### src/auto_ranging_histogram_assert.svh
// Assertion macros for the auto-ranging histogram RTL.
// Expects i_clk and i_rst_n in the scope where a macro is used.
`ifndef AUTO_RANGING_HISTOGRAM_ASSERT_SVH
`define AUTO_RANGING_HISTOGRAM_ASSERT_SVH

// check a condition at every clock edge outside reset
`define ARH_ASSERT_ALWAYS(label, cond, msg) \
    label: assert property (@(posedge i_clk) disable iff (!i_rst_n) (cond)) else $error(msg);

// check that a condition in one cycle implies another in the next
`define ARH_ASSERT_NEXT(label, ante, cons, msg) \
    label: assert property (@(posedge i_clk) disable iff (!i_rst_n) (ante) |=> (cons)) \
        else $error(msg);

`endif

### src/arh_pkg.sv
// Shared types and constants of the auto-ranging histogram.
// No dependencies.
`default_nettype none

package arh_pkg;

    localparam int VAL_W  = 32;
    localparam int CNT_W  = 32;
    localparam int OVF_W  = 48;
    localparam int LE_W   = 34;
    localparam int DIV_W  = 36;
    localparam int BW_W   = 31;
    localparam int MAXB_W = 11;
    localparam int SEL_W  = 10;
    localparam int WT_W   = 16;
    localparam int CMP_W  = 38;

    localparam logic [1:0] ST_BIN  = 2'd0;
    localparam logic [1:0] ST_OOR  = 2'd1;
    localparam logic [1:0] ST_RD   = 2'd2;
    localparam logic [1:0] ST_RDX  = 2'd3;

    localparam logic [1:0] CFG_BEGIN = 2'd0;
    localparam logic [1:0] CFG_WIDTH = 2'd1;
    localparam logic [1:0] CFG_MAXB  = 2'd2;

    localparam logic [BW_W-1:0]   BW_RESET   = 31'd65536;
    localparam logic [MAXB_W-1:0] MAXB_RESET = 11'd1024;

    typedef enum logic [2:0] {
        S_IDLE,
        S_DISP,
        S_DIV,
        S_PLAN,
        S_GROW,
        S_RDA,
        S_RDD,
        S_DONE
    } t_state;

    typedef struct packed {
        logic load;
        logic div_step;
        logic plan;
        logic grow_step;
        logic rd_issue;
        logic rd_done;
    } t_cmd;

    typedef struct packed {
        logic is_read;
        logic in_range;
        logic div_done;
        logic left_zero;
        logic counted;
    } t_sts;

endpackage

`default_nettype wire

### src/arh_ctrl.sv
// Sequencer of the auto-ranging histogram: divide, plan, grow, update, and bin reads.
// Depends on arh_pkg.
`default_nettype none

module arh_ctrl (
    input  wire              i_clk,
    input  wire              i_rst_n,
    input  wire              i_in_valid,
    output logic             o_in_ready,
    output logic             o_out_valid,
    input  wire              i_out_ready,
    output arh_pkg::t_cmd    o_cmd,
    input  arh_pkg::t_sts    i_sts
);

    arh_pkg::t_state r_state;
    arh_pkg::t_state n_state;

    always_ff @(posedge i_clk) begin
        if (!i_rst_n) begin
            r_state <= arh_pkg::S_IDLE;
        end else begin
            r_state <= n_state;
        end
    end

    always_comb begin
        n_state     = r_state;
        o_cmd       = '0;
        o_in_ready  = 1'b0;
        o_out_valid = 1'b0;
        case (r_state)
            arh_pkg::S_IDLE: begin
                o_in_ready = 1'b1;
                if (i_in_valid) begin
                    o_cmd.load = 1'b1;
                    n_state    = arh_pkg::S_DISP;
                end
            end
            arh_pkg::S_DISP: begin
                if (!i_sts.is_read) begin
                    n_state = arh_pkg::S_DIV;
                end else if (i_sts.in_range) begin
                    n_state = arh_pkg::S_RDA;
                end else begin
                    n_state = arh_pkg::S_DONE;
                end
            end
            arh_pkg::S_DIV: begin
                o_cmd.div_step = 1'b1;
                if (i_sts.div_done) begin
                    n_state = arh_pkg::S_PLAN;
                end
            end
            arh_pkg::S_PLAN: begin
                o_cmd.plan = 1'b1;
                n_state    = arh_pkg::S_GROW;
            end
            arh_pkg::S_GROW: begin
                if (!i_sts.left_zero) begin
                    o_cmd.grow_step = 1'b1;
                end else if (i_sts.counted) begin
                    n_state = arh_pkg::S_RDA;
                end else begin
                    n_state = arh_pkg::S_DONE;
                end
            end
            arh_pkg::S_RDA: begin
                o_cmd.rd_issue = 1'b1;
                n_state        = arh_pkg::S_RDD;
            end
            arh_pkg::S_RDD: begin
                o_cmd.rd_done = 1'b1;
                n_state       = arh_pkg::S_DONE;
            end
            arh_pkg::S_DONE: begin
                o_out_valid = 1'b1;
                if (i_out_ready) begin
                    n_state = arh_pkg::S_IDLE;
                end
            end
            default: begin
                n_state = arh_pkg::S_IDLE;
            end
        endcase
    end

endmodule

`default_nettype wire

### config.mk
export PLATFORM = sky130hd
export DESIGN_NAME = arh_ctrl
export DESIGN_NICKNAME = d
export VERILOG_FILES = /design/src/auto_ranging_histogram_assert.svh /design/src/arh_pkg.sv /design/src/arh_ctrl.sv
export SDC_FILE = /design/constraint.sdc
export NUM_CORES = 1
export LEC_CHECK = 0
export BUFFER_PORTS_ARGS = -buffer_cell sky130_fd_sc_hd__buf_2
export CAP_MARGIN = 10
export CELL_PAD_IN_SITES_DETAIL_PLACEMENT = 2
export CELL_PAD_IN_SITES_GLOBAL_PLACEMENT = 2
export CORE_UTILIZATION = 17
export CTS_CLUSTER_DIAMETER = 40
export CTS_CLUSTER_SIZE = 14
export DETAILED_ROUTE_END_ITERATION = 6
export PLACE_DENSITY_LB_ADDON = 0.12
export SETUP_SLACK_MARGIN = 0.02
export SLEW_MARGIN = 20
export SYNTH_ARGS = -nofsm -noshare
export SYNTH_HDL_FRONTEND = slang
export SYNTH_SLANG_ARGS = --single-unit
export TNS_END_PERCENT = 50
### constraint.sdc
create_clock -name i_clk -period 1.2 [get_ports i_clk]
set_input_delay 0.12 -clock i_clk [delete_from_list [all_inputs] [get_ports i_clk]]
set_output_delay 0.12 -clock i_clk [all_outputs]
set_load 0.02 [all_outputs]
==> impl_metrics.json, run 1 <==
{
  "fillers": 180,
  "vias_per_cell": 4.59,
  "hold_class": "primary input to flop",
  "stdcell_area_sq_um": 497,
  "portBuffers": 16,
  "grt.overflow.total": 0,
  "fin_ws_ns": -0.0671,
  "status": "finished with violations",
  "grt_usage_pct": 12.3,
  "via_count": 340,
  "tritoncts": "built",
  "synthCells": 35,
  "cts_buffers": 3,
  "crit_fanout": 5,
  "dr.pass1.iters": 3,
  "gp_congestion": 0.713,
  "synth_area_sq_um": 270,
  "slew_headroom_pct": 80.2,
  "hold_viol_final": 0,
  "avgSynthCellArea_sq_um": 7.72,
  "antenna_found_initial": 0,
  "async_reset_ff_share_pct": 0,
  "dpl.cell_count": 68,
  "top_register": "r_state",
  "synth_cell_type_count": 21,
  "ys_warn_count": 0,
  "cp_common_cell": "buf_6",
  "period_share_pct": 106,
  "regArea_sq_um": 71.3,
  "start_util_pct": 18.2,
  "layout.cells.non_filler": 74,
  "clkSinkCount": 3,
  "tns_ns": -0.172,
  "cts_buffer_depth": 2,
  "utilization_pct": 33.4,
  "ir_drop_mv": 0.449,
  "core-area_sq_um": 1490,
  "worstPathRequired_ns": 1.08,
  "violations": "negative setup slack",
  "critPathKind": "flop to output pin",
  "largest_reg_flops": 3,
  "largestRegisters": "r_state (3)",
  "multi_input_area_sq_um": 213,
  "htree_levels": 1,
  "n_antenna_cell": 0,
  "antenna_left": 0,
  "path_clk_slew_ns": 0.03,
  "rows": 14,
  "synthFlopType": "dfxtp_1",
  "ios": 17,
  "dieArea_sq_um": 1750,
  "worstMarginPinSlew_ns": 0.296,
  "die_h_um": 41.9,
  "drv_slew": 0,
  "placed_area_sq_um": 389,
  "final_layout_size_suffix_gt1_share_pct": 63.8,
  "end_kind": "output pin",
  "routedWlPerCell_um": 12.9,
  "finalSetupViolCount": 4,
  "syn-num-nets": 44,
  "p_per_area_nw_per_um2": 1690,
  "wirelength_um": 952,
  "total_power_mw": 0.838,
  "slowest_delay_ns": 0.36,
  "critical-path-top-delay-family": "flip-flops",
  "crit_arrival_ns": 1.15,
  "critPathSlowestCell": "dfxtp_4",
  "grt_pass1_wl_um": 1520,
  "synth_edf_count": 0,
  "route.detailed.drc": 0,
  "clock-root-buffer": "clkbuf_4",
  "pre_cts_slack_ns": -0.102,
  "seq_area_frac_synth_pct": 22.2,
  "max_freq_mhz": 789,
  "whs_ns": 0.121,
  "start_kind": "flop",
  "synth_seq_cells": 3,
  "grt_max_degree": 11,
  "maxCapViolCount": 0,
  "critPathBufInv": 2,
  "clk_latency_ns": 0.23,
  "fin_skew_ns": 0.000313,
  "areaGrowthSynthToFinish_pct": 83.8,
  "die_w_um": 41.9,
  "drt_iter0_markers": 2,
  "period_minus_slack_ns": 1.27,
  "grt_pass1_vias": 342,
  "rsz0062_at_grt": "true",
  "path_cells": "buf_6 > nor3_4 > and2_4 > buf_6",
  "hpwl_um": 712,
  "nNetsFinal": 68,
  "power_leakage_nw": 0.228
}
-- worst paths after layout --
kind	from	to	slack, ns	depth (start not counted)
hold reg to reg	r_state[0]	r_state[0]	0.62	2
hold / removal	i_out_ready	r_state[2]	0.12	2
setup reg to reg	r_state[2]	r_state[0]	-0.04	4
setup / recovery	r_state[0]	o_cmd[5]	-0.07	4
-- cell families after synthesis --
kind of cell / share of synthesized area, %
buffers and inverters: 9.26
multiplexers: 3.70
AND/OR/NAND/NOR: 39.8
flip-flops: 22.2
AO/OA/AOI/OAI: 25.0
-- cell usage in the layout (no fill, tap or decap), types with 3 or more instances in the layout --
cell type / instances
buf_4: 7
buf_2: 10
buf_6: 5
clkbuf_4: 3
dfxtp_4: 3
nor2_1: 6
nand2_1: 4
-- cell usage after synthesis, types with 2 or more instances --
library cell / instances / area share, %
nor2_1: 6 / 8.3
buf_2: 2 / 3.7
nand2_1: 4 / 5.6
inv_1: 2 / 2.8
dfxtp_1: 3 / 22
and2_1: 2 / 4.6
a211oi_2: 2 / 9.3
-- worst register-to-register path, cell delays in order (launching register included) --
cell and delay [ns]:
dfxtp_4 0.35, and4b_2 0.26, a211oi_4 0.23, a21boi_2 0.22, a211oi_2 0.07
-- per-layer routing --
metal  up-vias  wire, um  GRT usage [%]
li1        169         -              -
met1       159       395           14.3
met2        12       522           20.3
met3         0        34           2.61
met4         0         0           7.74
met5         -         0              0
-- final cells by class --
type	count	share of cell area [%]
repair buffers	22	32.0
flip-flops and latches	3	14.4
clock buffers	4	5.29
multi-input cells	27	42.8
well taps	16	4.03
inverters	2	1.51
-- power breakdown --
| group | internal, mW | total [mW] | switching (mW) | leakage, nW |
|---|---|---|---|---|
| Clock | 0.124 | 0.170 | 0.0455 | 0.0150 |
| Sequential | 0.136 | 0.178 | 0.0421 | 0.0267 |
| Combinational | 0.247 | 0.491 | 0.244 | 0.187 |
| Total | 0.507 | 0.838 | 0.331 | 0.228 |
-- timing repair --
action	CTS	global route
pin swaps	3	3
hold buffers	0	0
setup buffers	2	0
endpoints found under the setup margin	11	11
gates resized for setup	17	5
Power figures use the tool's default switching activity.
==> run 2: changes to the inputs <==
CORE_UTILIZATION = 20   (was 17)
clock period = 1.55 ns   (was 1.2 ns; I/O delays follow)
==> run 2 against run 1 <==
- the flow now finishes without violations
- final area fell by 21%
- via count shrank 4.4%
- combinational power fell by 48%
- cell count down 8.1%
- die area down 14%
- global-route usage up 2.6 points
- critical endpoint is now o_cmd[2]
- critical path depth fell by 2
- non-clock buffer count fell by 4
- flip-flop and latch count is the same
==> impl_metrics.json, run 2 (synthesis results as in run 1) <==
{
  "status": "finished clean",
  "drt_iter0_markers": 0,
  "portBuffers": 16,
  "path_cells": "nor4b_4 > buf_2",
  "final_layout_size_suffix_gt1_share_pct": 48.1,
  "slew_headroom_pct": 77.7,
  "hold_class": "primary input to flop",
  "gp_congestion": 0.707,
  "largest_reg_flops": 3,
  "crit_arrival_ns": 1.26,
  "largestRegisters": "r_state (3)",
  "start_util_pct": 22.8,
  "areaGrowthSynthToFinish_pct": 45.4,
  "rsz0062_at_grt": "true",
  "clk_latency_ns": 0.23,
  "vias_per_cell": 4.78,
  "regArea_sq_um": 61.3,
  "end_kind": "output pin",
  "path_clk_slew_ns": 0.03,
  "worstPathRequired_ns": 1.39,
  "grt_pass1_wl_um": 1480,
  "maxCapViolCount": 0,
  "drv_slew": 0,
  "cts_hold_buf": 0,
  "p_per_area_nw_per_um2": 1370,
  "critPathSlowestCell": "dfxtp_1",
  "fillers": 155,
  "hpwl_um": 690,
  "tns_ns": 0,
  "core-area_sq_um": 1190,
  "fin_skew_ns": 0.00417,
  "via_count": 325,
  "route.detailed.drc": 0,
  "post-cts-setup-buffers": 0,
  "cts_buffers": 3,
  "cts_buffer_depth": 2,
  "layout_common_cells": "buf_2, nor2_1, nand2_1",
  "wirelength_met1_um": 380,
  "grt_usage_pct": 14.9,
  "grt_pass1_vias": 334,
  "n_antenna_cell": 0,
  "multi_input_area_sq_um": 185,
  "ir_drop_mv": 0.403,
  "clock-root-buffer": "clkbuf_4",
  "clkSinkCount": 3,
  "grt_max_degree": 11,
  "die_h_um": 38.8,
  "die_w_um": 38.8,
  "period_share_pct": 91.2,
  "tritoncts": "built",
  "critPathKind": "flop to output pin",
  "met2_length_um": 450,
  "slowest_delay_ns": 0.51,
  "total_power_mw": 0.536,
  "placed_area_sq_um": 365,
  "dr.pass1.iters": 1,
  "hold_viol_final": 0,
  "stdcell_area_sq_um": 393,
  "antenna_left": 0,
  "nNetsFinal": 64,
  "wirelength_um": 883,
  "finalSetupViolCount": 0,
  "routedWlPerCell_um": 13.0,
  "antenna_found_initial": 0,
  "worstMarginPinSlew_ns": 0.334,
  "top_register": "r_state",
  "final_common_cell": "buf_2",
  "grt.overflow.total": 0,
  "start_kind": "flop",
  "rows": 12,
  "power_leakage_nw": 0.193,
  "period_minus_slack_ns": 1.41,
  "highest-signal-layer": "met3",
  "htree_levels": 1,
  "dieArea_sq_um": 1500,
  "cts_resized": 0,
  "crit_fanout": 10,
  "ios": 17,
  "wl_met3_um": 52,
  "max_freq_mhz": 707
}
-- run 2: layer usage --
layer / track usage [%] / vias to the layer above
li1: - / 163
met1: 15.2 / 150
met2: 27.5 / 12
met3: 5.20 / 0
met4: 5.17 / 0
met5: 0 / -
-- run 2: where the power goes --
| part | switching [mW] | internal, mW | leakage [nW] |
|---|---|---|---|
| combinational | 0.141 | 0.113 | 0.153 |
| sequential | 0.0463 | 0.0979 | 0.0253 |
| clock | 0.0410 | 0.0965 | 0.0150 |
-- run 2: metrics by stage --
| stage | worst slack (ns) | utilization [%] | hold slack (ns) | cells |
|---|---|---|---|---|
| finish | 0.136 | 33.1 | 0.129 | 68 |
| global route | 0.0152 | 33.1 | 0.132 | 68 |
| CTS | 0.0738 | 33.0 | 0.124 | 68 |
| detailed placement | 0.119 | 30.8 | 0.371 | 64 |
| global placement | 0.190 | 30.8 | 0.369 | 64 |
| floorplan | 0.0328 | - | 0.261 | 35 |
-- run 2: layout make-up --
| class | count | area share, % |
|---|---|---|
| well taps | 14 | 4.46 |
| repair buffers | 18 | 24.2 |
| clock buffers | 4 | 6.69 |
| flip-flops and latches | 3 | 15.6 |
| inverters | 2 | 1.91 |
| multi-input cells | 27 | 47.1 |
-- run 2: path summary, 6_finish.rpt --
| path | start | end | slack [ns] | cells past startpoint |
|---|---|---|---|---|
| hold reg to reg | r_state[2] | r_state[2] | 0.64 | 2 |
| hold / removal | i_out_ready | r_state[2] | 0.13 | 2 |
| setup reg to reg | r_state[2] | r_state[0] | 0.19 | 4 |
| setup / recovery | r_state[2] | o_cmd[2] | 0.14 | 2 |
-- run 2: worst max-delay path, delay by kind of cell (launching register included) --
family / cells / cell delay [ns]
buffers and inverters: 1 / 0.22
DFF: 1 / 0.51
and+or+nand+nor: 1 / 0.31
==> run 3: changes to the inputs <==
BUFFER_PORTS_ARGS = unset   (was -buffer_cell sky130_fd_sc_hd__buf_2)
CORE_AREA = 2 2 39 41   (was unset)
CORE_UTILIZATION = unset   (was 20)
DIE_AREA = 0 0 41 43   (was unset)
DONT_BUFFER_PORTS = 1   (was unset)
RECOVER_POWER = 25   (was unset)
==> run 3 against run 2 <==
- setup slack worse by 0.015 ns
- critical path depth is 1 higher
- routed wire length is 12% lower
- non-clock buffer count is 13 lower
- via count is 14% lower
- clock skew is 0.0035 ns lower
- largest power group unchanged
==> impl_metrics.json, run 3 (synthesis results as in run 1) <==
{
  "status": "finished clean",
  "grt_busiest_layer": "met2",
  "power_leakage_nw": 0.130,
  "r2r_setup_slack_ns": 0.16,
  "grt_use_met1_pct": 10.9,
  "largestRegisters": "r_state (3)",
  "maxCapViolCount": 0,
  "end_kind": "output pin",
  "start_kind": "flop",
  "htree_levels": 1,
  "crit_fanout": 7,
  "die_w_um": 41,
  "clkSinkCount": 3,
  "clk_latency_ns": 0.23,
  "top_register": "r_state",
  "placed_area_sq_um": 310,
  "cts_buffer_depth": 2,
  "nNetsFinal": 51,
  "hpwl_um": 649,
  "antenna_left": 0,
  "dr.pass1.iters": 2,
  "wirelength_um": 779,
  "route.detailed.drc": 0,
  "grt.overflow.total": 0,
  "slew_headroom_pct": 74.6,
  "critPathSlowestCell": "dfxtp_1",
  "finalSetupViolCount": 0,
  "routedWlPerCell_um": 13.7,
  "critPathKind": "flop to output pin",
  "path_cells": "buf_4 > nor3b_1 > buf_4",
  "slowest_delay_ns": 0.49,
  "worstMarginPinSlew_ns": 0.380,
  "ios": 17,
  "drt_iter0_markers": 6,
  "grt_pass1_wl_um": 1190,
  "path_clk_slew_ns": 0.04,
  "portBuffers": 0,
  "rsz0062_at_grt": "false",
  "grt_pass1_vias": 285,
  "antenna_found_initial": 0,
  "cp_common_cell": "buf_4",
  "grt_max_degree": 11,
  "crit_arrival_ns": 1.27,
  "die_h_um": 43,
  "ir_drop_mv": 0.268,
  "layout.cells.non_filler": 57,
  "hold_class": "primary input to flop",
  "grt_usage_pct": 9.83,
  "tns_ns": 0,
  "layout_common_cells": "nor2_1, nand2_1, buf_4",
  "vias_per_cell": 4.91,
  "post-cts-setup-buffers": 0,
  "final_common_cell": "nor2_1",
  "dieArea_sq_um": 1760,
  "hold_viol_final": 0,
  "fin_skew_ns": 0.000664,
  "max_freq_mhz": 700,
  "core-area_sq_um": 1380,
  "n_antenna_cell": 0,
  "dpl.cell_count": 53,
  "p_per_area_nw_per_um2": 1500,
  "period_share_pct": 92.2,
  "largest_reg_flops": 3,
  "utilization_pct": 24.2,
  "rows": 14,
  "grt_use_met2_pct": 14.7,
  "start_util_pct": 19.5,
  "worstPathRequired_ns": 1.39,
  "total_power_mw": 0.504,
  "stdcell_area_sq_um": 335,
  "drv_slew": 0,
  "cts_buffers": 3,
  "clock-root-buffer": "clkbuf_4",
  "use_met3_pct": 5.76,
  "final_layout_size_suffix_gt1_share_pct": 29.3,
  "tritoncts": "built",
  "period_minus_slack_ns": 1.43,
  "areaGrowthSynthToFinish_pct": 24.1,
  "gp_congestion": 0.701,
  "via_count": 280
}
run 3: cell count changes in the layout (fill, tap and decap cells not counted), sizes merged:
cell | previous run | this run
clkbuf | 4 | 5
buf | 18 | 4
run 3: final timing paths:
check              startpoint    endpoint  depth (start not counted)
setup / recovery   r_state[1]    o_cmd[0]                          3
hold / removal    i_out_ready  r_state[2]                          1
setup reg to reg   r_state[2]  r_state[0]                          4
hold reg to reg    r_state[2]  r_state[2]                          2
run 3: power by group:
part           switching, mW  internal [mW]
combinational          0.137         0.0942
sequential            0.0438         0.0963
clock                 0.0365         0.0962
run 3: cell type report:
cell class | count | area (sq um)
multi-input cells | 27 | 188
inverters | 2 | 7.51
fillers | 175 | 1050
clock buffers | 4 | 26.3
flip-flops and latches | 3 | 60.1
well taps | 16 | 20.0
repair buffers | 5 | 33.8
run 3: worst max-delay path: cells and delay by family (launching register included):
| family | cells | cell delay (ns) |
|---|---|---|
| and+or+nand+nor | 1 | 0.18 |
| DFF | 1 | 0.49 |
| buffers and inverters | 2 | 0.38 |
run 3: what timing repair did:
item | in CTS | in global routing
endpoints found under the hold margin | 0 | 0
endpoints found under the setup margin | 0 | 1
hold buffers | 0 | 0
resized for setup | 0 | 1
run 3: per-stage QoR:
step                hold slack (ns)  setup slack, ns
floorplan                     0.261           0.0328
global placement              0.287            0.203
detailed placement            0.285            0.131
CTS                          0.0443           0.0648
global route                 0.0497           0.0383
finish                       0.0424            0.121
run 3: routing by layer:
layer	routed length, um	up-vias	part of all wire (%)
met5	0	-	0
met4	0	0	0
met3	97	0	12
met2	376	14	48
met1	305	127	39
li1	-	139	-
